$ cat src/design/edft_pkg.sv
`timescale 1ns / 1ps
`default_nettype none
// ----------------------------------------------------------------------------
// edft_pkg - shared types and constants of the EDF task table
// Table depth, command and status codes, slot and cell control types.
// ----------------------------------------------------------------------------
package edft_pkg;

  localparam int unsigned MaxActive = 16;
  localparam int unsigned OccW      = $clog2(MaxActive + 1);
  localparam int unsigned CountW    = 5;
  localparam int unsigned DataW     = 32;

  localparam logic CmdRelease  = 1'b0;
  localparam logic CmdComplete = 1'b1;

  localparam logic [1:0] StatusOk       = 2'd0;
  localparam logic [1:0] StatusNotFound = 2'd1;
  localparam logic [1:0] StatusFull     = 2'd2;

  typedef struct packed {
    logic [DataW-1:0] deadline;
    logic [DataW-1:0] task_id;
  } slot_t;

  typedef struct packed {
    logic             update;
    logic             release_op;
    logic [DataW-1:0] deadline;
    logic [DataW-1:0] task_id;
  } cell_ctl_t;

endpackage : edft_pkg
`default_nettype wire

$ cat src/design/edft_cell.sv
`timescale 1ns / 1ps
`default_nettype none
// ----------------------------------------------------------------------------
// edft_cell - one slot of the sorted task chain
// Holds one task and its deadline; on release it keeps, takes the new task
// or takes its left neighbor; on completion it keeps or takes its right one.
// ----------------------------------------------------------------------------
module edft_cell (
  input  wire logic              clk_i,
  input  wire edft_pkg::cell_ctl_t ctl_i,
  input  wire logic              valid_i,
  input  wire logic              keep_left_i,
  input  wire logic              seen_left_i,
  input  wire edft_pkg::slot_t   left_i,
  input  wire edft_pkg::slot_t   right_i,
  output logic                   keep_o,
  output logic                   seen_o,
  output edft_pkg::slot_t        slot_o
);
  import edft_pkg::*;

  slot_t slot_q, slot_d;
  logic  match;

  assign keep_o = valid_i && (slot_q.deadline <= ctl_i.deadline);
  assign match  = valid_i && (slot_q.task_id == ctl_i.task_id);
  assign seen_o = seen_left_i || match;

  always_comb begin
    slot_d = slot_q;
    if (ctl_i.update) begin
      if (ctl_i.release_op) begin
        if (!keep_o) begin
          if (keep_left_i) begin
            slot_d.deadline = ctl_i.deadline;
            slot_d.task_id  = ctl_i.task_id;
          end else begin
            slot_d = left_i;
          end
        end
      end else if (seen_o) begin
        slot_d = right_i;
      end
    end
  end

  always_ff @(posedge clk_i) begin
    slot_q <= slot_d;
  end

  assign slot_o = slot_q;

endmodule : edft_cell
`default_nettype wire

$ cat src/design/edf_task_table.sv
`timescale 1ns / 1ps
`default_nettype none
// ----------------------------------------------------------------------------
// edf_task_table - earliest-deadline-first task table
// Sorted chain of task cells with release/complete commands, head task
// output, active count and saturating on-time / late counters.
// ----------------------------------------------------------------------------
//  channel   handshake                 payload
//  command   start_i / busy_o          command_i, task_id_i, now_i,
//                                      relative_deadline_i, completion_time_i,
//                                      due_time_i
//  result    done_o (one-cycle strobe) run_valid_o, run_task_id_o,
//                                      active_count_o, completed_count_o,
//                                      overdue_count_o, status_o
//
//  An item is handled as capture and deadline add, then one chain update
//  in which every cell compares against the item and shifts in parallel.
//  done_o pulses in the cycle after the update; busy_o is high during the
//  update cycle, so a new item may start while done_o is shown.
//  Reset empties the table and clears both counters; no sweep is needed.
//  The receiver cannot stall: results appear once and are not held.
// ----------------------------------------------------------------------------
module edf_task_table (
  input  wire logic                        clk_i,
  input  wire logic                        rst_ni,
  input  wire logic                        start_i,
  output logic                             busy_o,
  input  wire logic                        command_i,
  input  wire logic [edft_pkg::DataW-1:0]  task_id_i,
  input  wire logic [edft_pkg::DataW-1:0]  now_i,
  input  wire logic [edft_pkg::DataW-1:0]  relative_deadline_i,
  input  wire logic [edft_pkg::DataW-1:0]  completion_time_i,
  input  wire logic [edft_pkg::DataW-1:0]  due_time_i,
  output logic                             done_o,
  output logic                             run_valid_o,
  output logic [edft_pkg::DataW-1:0]       run_task_id_o,
  output logic [edft_pkg::CountW-1:0]      active_count_o,
  output logic [edft_pkg::DataW-1:0]       completed_count_o,
  output logic [edft_pkg::DataW-1:0]       overdue_count_o,
  output logic [1:0]                       status_o
);
  import edft_pkg::*;

  localparam logic [DataW-1:0] CntMax = '1;

  logic             exec_q;
  logic             done_q;
  logic             cmd_q;
  logic             late_q;
  logic [DataW-1:0] dl_q;
  logic [DataW-1:0] id_q;
  logic [OccW-1:0]  occ_q, occ_d;
  logic [DataW-1:0] on_time_q, on_time_d;
  logic [DataW-1:0] late_cnt_q, late_cnt_d;
  logic [1:0]       status_q, status_d;

  cell_ctl_t            ctl;
  logic                 full;
  logic                 found;
  logic [MaxActive:0]   keep_chain;
  logic [MaxActive:0]   seen_chain;
  slot_t                slots [MaxActive];

  assign full  = (occ_q == OccW'(MaxActive));
  assign found = seen_chain[MaxActive];

  assign ctl.update     = exec_q && !((cmd_q == CmdRelease) ? full : !found);
  assign ctl.release_op = (cmd_q == CmdRelease);
  assign ctl.deadline   = dl_q;
  assign ctl.task_id    = id_q;

  assign keep_chain[0] = 1'b1;
  assign seen_chain[0] = 1'b0;

  for (genvar g = 0; g < MaxActive; g++) begin : g_cell
    edft_cell u_cell (
      .clk_i       (clk_i),
      .ctl_i       (ctl),
      .valid_i     (occ_q > OccW'(g)),
      .keep_left_i (keep_chain[g]),
      .seen_left_i (seen_chain[g]),
      .left_i      ((g == 0) ? slots[0] : slots[(g == 0) ? 0 : g - 1]),
      .right_i     ((g == MaxActive - 1) ? slots[g] :
                    slots[(g == MaxActive - 1) ? g : g + 1]),
      .keep_o      (keep_chain[g+1]),
      .seen_o      (seen_chain[g+1]),
      .slot_o      (slots[g])
    );
  end

  always_comb begin
    occ_d      = occ_q;
    on_time_d  = on_time_q;
    late_cnt_d = late_cnt_q;
    status_d   = status_q;
    if (exec_q) begin
      status_d = StatusOk;
      if (cmd_q == CmdRelease) begin
        if (full) begin
          status_d = StatusFull;
        end else begin
          occ_d = occ_q + OccW'(1);
        end
      end else if (!found) begin
        status_d = StatusNotFound;
      end else begin
        occ_d = occ_q - OccW'(1);
        if (late_q) begin
          if (late_cnt_q != CntMax) late_cnt_d = late_cnt_q + DataW'(1);
        end else begin
          if (on_time_q != CntMax) on_time_d = on_time_q + DataW'(1);
        end
      end
    end
  end

  always_ff @(posedge clk_i or negedge rst_ni) begin
    if (!rst_ni) begin
      exec_q     <= 1'b0;
      done_q     <= 1'b0;
      occ_q      <= '0;
      on_time_q  <= '0;
      late_cnt_q <= '0;
      status_q   <= StatusOk;
    end else begin
      exec_q     <= start_i && !exec_q;
      done_q     <= exec_q;
      occ_q      <= occ_d;
      on_time_q  <= on_time_d;
      late_cnt_q <= late_cnt_d;
      status_q   <= status_d;
    end
  end

  always_ff @(posedge clk_i) begin
    if (start_i && !exec_q) begin
      cmd_q  <= command_i;
      id_q   <= task_id_i;
      dl_q   <= now_i + relative_deadline_i;
      late_q <= (completion_time_i > due_time_i);
    end
  end

  assign busy_o            = exec_q;
  assign done_o            = done_q;
  assign run_valid_o       = (occ_q != '0);
  assign run_task_id_o     = (occ_q != '0) ? slots[0].task_id : '0;
  assign active_count_o    = CountW'(occ_q);
  assign completed_count_o = on_time_q;
  assign overdue_count_o   = late_cnt_q;
  assign status_o          = status_q;

endmodule : edf_task_table
`default_nettype wire

$ cat config.mk
export PLATFORM = sky130hd
export DESIGN_NAME = edf_task_table
export DESIGN_NICKNAME = d
export VERILOG_FILES = /design/src/design/edft_pkg.sv /design/src/design/edft_cell.sv /design/src/design/edf_task_table.sv
export SDC_FILE = /design/constraint.sdc
export NUM_CORES = 2
export LEC_CHECK = 0
export BUFFER_PORTS_ARGS = -buffer_cell sky130_fd_sc_hd__clkbuf_2
export CAP_MARGIN = 20
export CORE_MARGIN = 8
export CORE_UTILIZATION = 40
export CTS_CLUSTER_SIZE = 40
export DETAILED_ROUTE_END_ITERATION = 7
export PLACE_DENSITY = 0.58
export REMOVE_ABC_BUFFERS = 1
export SLEW_MARGIN = 10
export SYNTH_ARGS = -nofsm -noshare
export SYNTH_HDL_FRONTEND = slang
export SYNTH_SLANG_ARGS = --single-unit
$ cat constraint.sdc
create_clock -name clk_i -period 23.9 [get_ports clk_i]
set_input_delay 4.78 -clock clk_i [delete_from_list [all_inputs] [get_ports clk_i]]
set_output_delay 4.78 -clock clk_i [all_outputs]
set_load 0.05 [all_outputs]
==> metrics.log <==
INFO  metric dpl.cell_count = 11400
INFO  metric post_drt_wl_per_cell = roughly 23 um
INFO  metric timing.setup.tns = 0 ns
INFO  metric slew_headroom = around 16%
INFO  metric cts_tree = built
INFO  metric cts_post_setup_buffers_inserted = 0
INFO  metric finalMaxSlewViolations = 0
INFO  metric yosys.cell_count.top_type = edfxtp_1
INFO  metric ys_warn_count = 0
INFO  metric ctsHoldBuffers = 0
INFO  metric drc = 2
INFO  metric die_height = 474.6 um
INFO  metric grt-ovfl-total = 0
INFO  metric ys_seq_area_share = 41.08%
INFO  metric hp-class = reg -> reg
INFO  metric vdd_drop_max = 0.00007910 V
INFO  metric post_synth_most_frequent_cells = 1090 x edfxtp_1, 1054 x o21ai_0, 749 x nor2_1, 728 x nor3_1, 672 x nand2_1
INFO  metric numPortBuffers = 269
INFO  metric synth_area_per_cell = 9.401 sq um
INFO  metric setup_viol = 0
INFO  metric grt_first_pass_wirelength = 416500 um
INFO  metric cts_buffer_depth = 3
INFO  metric r2r_start = active_count_o[3]
INFO  metric num_io_pins = 270
INFO  metric detail_route.wirelength = 272200 um
INFO  metric area_delta_synth_final = 9.576%
INFO  metric finish.cell_count_without_fillers = 11680
INFO  metric timing.critical_path.fanout_max = 51
INFO  metric place_ws = roughly 16 ns
INFO  metric drv.max_cap_violation_count = 0
INFO  metric cellPowerDensity = 75.86 nW/um^2
INFO  metric coreArea = approximately 210000 sq um
INFO  metric synthFlopType = edfxtp_1
INFO  metric tightest_slew = 1.255 ns
INFO  metric drt_pass1_iterations = 8
INFO  metric initial_antenna_violation_count = 4
INFO  metric yosysTopAreaCell = edfxtp_1
INFO  metric clockPowerShare = 31.2%
INFO  metric critPathArrivalTime = between 3 and 4 ns
INFO  metric timing.final.ws_setup = 15.23 ns
INFO  metric postSynthCellCount = between 8000 and 9000
INFO  metric crit_path_start = active_count_o[3]
INFO  metric first_global_vias = 67720
INFO  metric initial_core_util = approximately two fifths
INFO  metric cts.root.buffer_cell = clkbuf_16
INFO  metric cts-resized-gates = 0
INFO  metric grt_start_max_net_pins = 236
INFO  metric syn-cell-area = 84130 sq um
INFO  metric status = finished, violations left
INFO  metric synth_seq_cells = roughly 1200
INFO  metric final_core_utilization = between 40% and 50%
INFO  metric worstSetupEndpoint = run_task_id_o[6]
INFO  metric nNetsFinal = 9500
INFO  metric grt_setup_unrepaired = no
INFO  metric cts.sinks = 1163
INFO  metric kind_of_end_point_of_the_critical_path = output port
INFO  metric cell_internal_pwr = roughly 4500 uW
INFO  metric r2r-end = g_cell[3].u_cell.slot_o[24]
INFO  metric num_rows = between 150 and 200
INFO  metric synth_edf_count = 1090
INFO  metric place_hpwl = 195200 um
INFO  metric r2r_cells = 12
INFO  metric violated_checks = design-rule violations
INFO  metric synth.distinct_cells = 79
INFO  metric worst-r2r-setup-slack = between 15 and 20 ns
INFO  metric cts_buffers = about 150
INFO  metric fin_skew = ~0.053 ns
INFO  metric detailedRoute.firstIterationViolations = roughly 7300
INFO  metric grt_usage = 23.11%
INFO  metric layout-drive-gt1-share = 9.700%
INFO  metric critical_path.startpoint_type = flop
INFO  metric p_leak = 0.03446 uW
INFO  metric chipWidth = 474.6 um
INFO  metric final-hold-violation-count = 0
INFO  metric combinationalPowerShare = 31.7%
INFO  metric time_the_final_worst_path_needs_with_i_o_delays_and_setup = 8.671 ns
INFO  metric pwr-share-seq = a little under two fifths
INFO  metric gp_congestion = 0.8822
INFO  metric synth.top_cells.by_area = edfxtp_1 39%, ha_1 8.7%, o21ai_0 6.3%
INFO  metric clock_tree.htree_level_count = 4
INFO  metric detail-route-antenna-nets = 0
INFO  metric fraction_of_synthesized_cell_area_taken_by_the_top_area_cell_type = approximately two fifths
INFO  metric hold_ws = 0.4893 ns
INFO  metric dr_total_vias = 70380
INFO  metric clk_latency = 0.82 ns
INFO  metric layout_worst_path_cycle_share = 36.28%
INFO  metric swShare = 36.20%
INFO  metric critPathKind = reg -> out
INFO  metric max_freq = 115.3 MHz
INFO  metric synthArstFlopShare = 6.277%
INFO  metric floorplan.die_area = 225300 sq um
INFO  metric via_per_inst = 6.028
INFO  metric path_clk_slew = 0.06 ns
INFO  metric worstPathRequired = approximately 19 ns
INFO  metric power.switching = ~2500 uW
[cell usage in the layout, fill, tap and decap left out, drive strengths merged, types with 7 or more instances in the layout]
cell,count
dfrtp,73
nor2b,43
clkinv,66
xor2,291
o21ai,1057
nor3,729
nor4,339
nand2b,45
and2,37
or2,7
nor2,749
nand2,672
buf,193
a21oi,306
a2111oi,14
xnor2,314
a211oi,251
a21o,125
a311oi,128
mux2i,514
a31oi,13
a221oi,11
o21a,77
mux2,101
nand3,69
o31a,34
ha,583
or4,15
clkbuf,449
edfxtp,1090
inv,111
nand4,219
o211ai,23
or3,11
and4,9
and3,18
[worst max-delay path, cell delays in order, from the launching register on]
cell and delay (ns):
dfrtp_1 0.50, nor3_2 0.58, and2_4 0.67, inv_2 0.35, buf_4 0.40, and2_1 0.24, clkbuf_2 0.24
[power groups by stage]
stage / registers, uW / logic [uW] / clock network, uW
2_1_floorplan: 2690 / 1780 / 0
3_3_place_gp: 2630 / 2140 / 0
3_5_place_dp: 2630 / 2190 / 0
4_1_cts: 2590 / 2200 / 2230
5_1_grt: 2610 / 2410 / 2290
6_report: 2590 / 2220 / 2180
[through the flow]
step                      instance area [sq um]  total power (uW)
after floorplan                           80840              4466
after global placement                    87540              4768
after detailed placement                  87540              4819
after CTS                                 92120              7016
after global routing                      92180              7312
final                                     92190              6993
[cells by family after synthesis]
kind of cell	after synthesis	synth area share (%)
AOI/OAI and AO/OA	2092	14.97
xor gates and xnor gates	605	6.298
adders and majority gates	584	8.694
buffers and inverters	911	4.375
DFF	1163	41.08
muxes	615	7.467
and+or+nand+nor	2979	17.12
[state kept, by name, summed over array words and instances, names as in the netlist]
signal                flops
late_q                    1
dl_q                     32
busy_o                    1
active_count_o            5
status_o                  2
completed_count_o        32
id_q                     32
cmd_q                     1
done_o                    1
overdue_count_o          32
g_cell.u_cell.slot_o   1024
[area by class of cell]
type                    instances  area (sq um)
clock buffers                 181          3870
inverters                     103         394.1
fillers                     20110        117200
multi-input cells            6875         46280
diodes                          5         12.51
well taps                    2805          3510
repair buffers                461          2860
clock inverters                83         706.9
flip-flops and latches       1163         34560
[how the worst min path moves through the flow]
| stage | slack [ns] | to | from | cells past startpoint |
|---|---|---|---|---|
| floorplan | 0.53 | g_cell[14].u_cell.slot_o[32] | g_cell[15].u_cell.slot_o[32] | 2 |
| CTS | 0.49 | overdue_count_o[6] | overdue_count_o[6] | 1 |
| detailed placement | 0.48 | overdue_count_o[6] | overdue_count_o[6] | 1 |
| global placement | 0.47 | completed_count_o[19] | completed_count_o[19] | 1 |
| global route | 0.50 | overdue_count_o[27] | overdue_count_o[27] | 1 |
| finish | 0.49 | overdue_count_o[6] | overdue_count_o[6] | 1 |
[layer usage]
metal / GRT usage [%] / up-vias / part of all wire [%] / routed length, um
met3: 2.903 / 437 / 7.3 / 19740
li1: - / 33100 / - / -
met2: 35.25 / 3000 / 44 / 118900
met1: 33.51 / 33850 / 45 / 122800
met5: 0 / - / 0 / 0
met4: 8.682 / 0 / 3.9 / 10690
(Power assumes the default switching activity.)
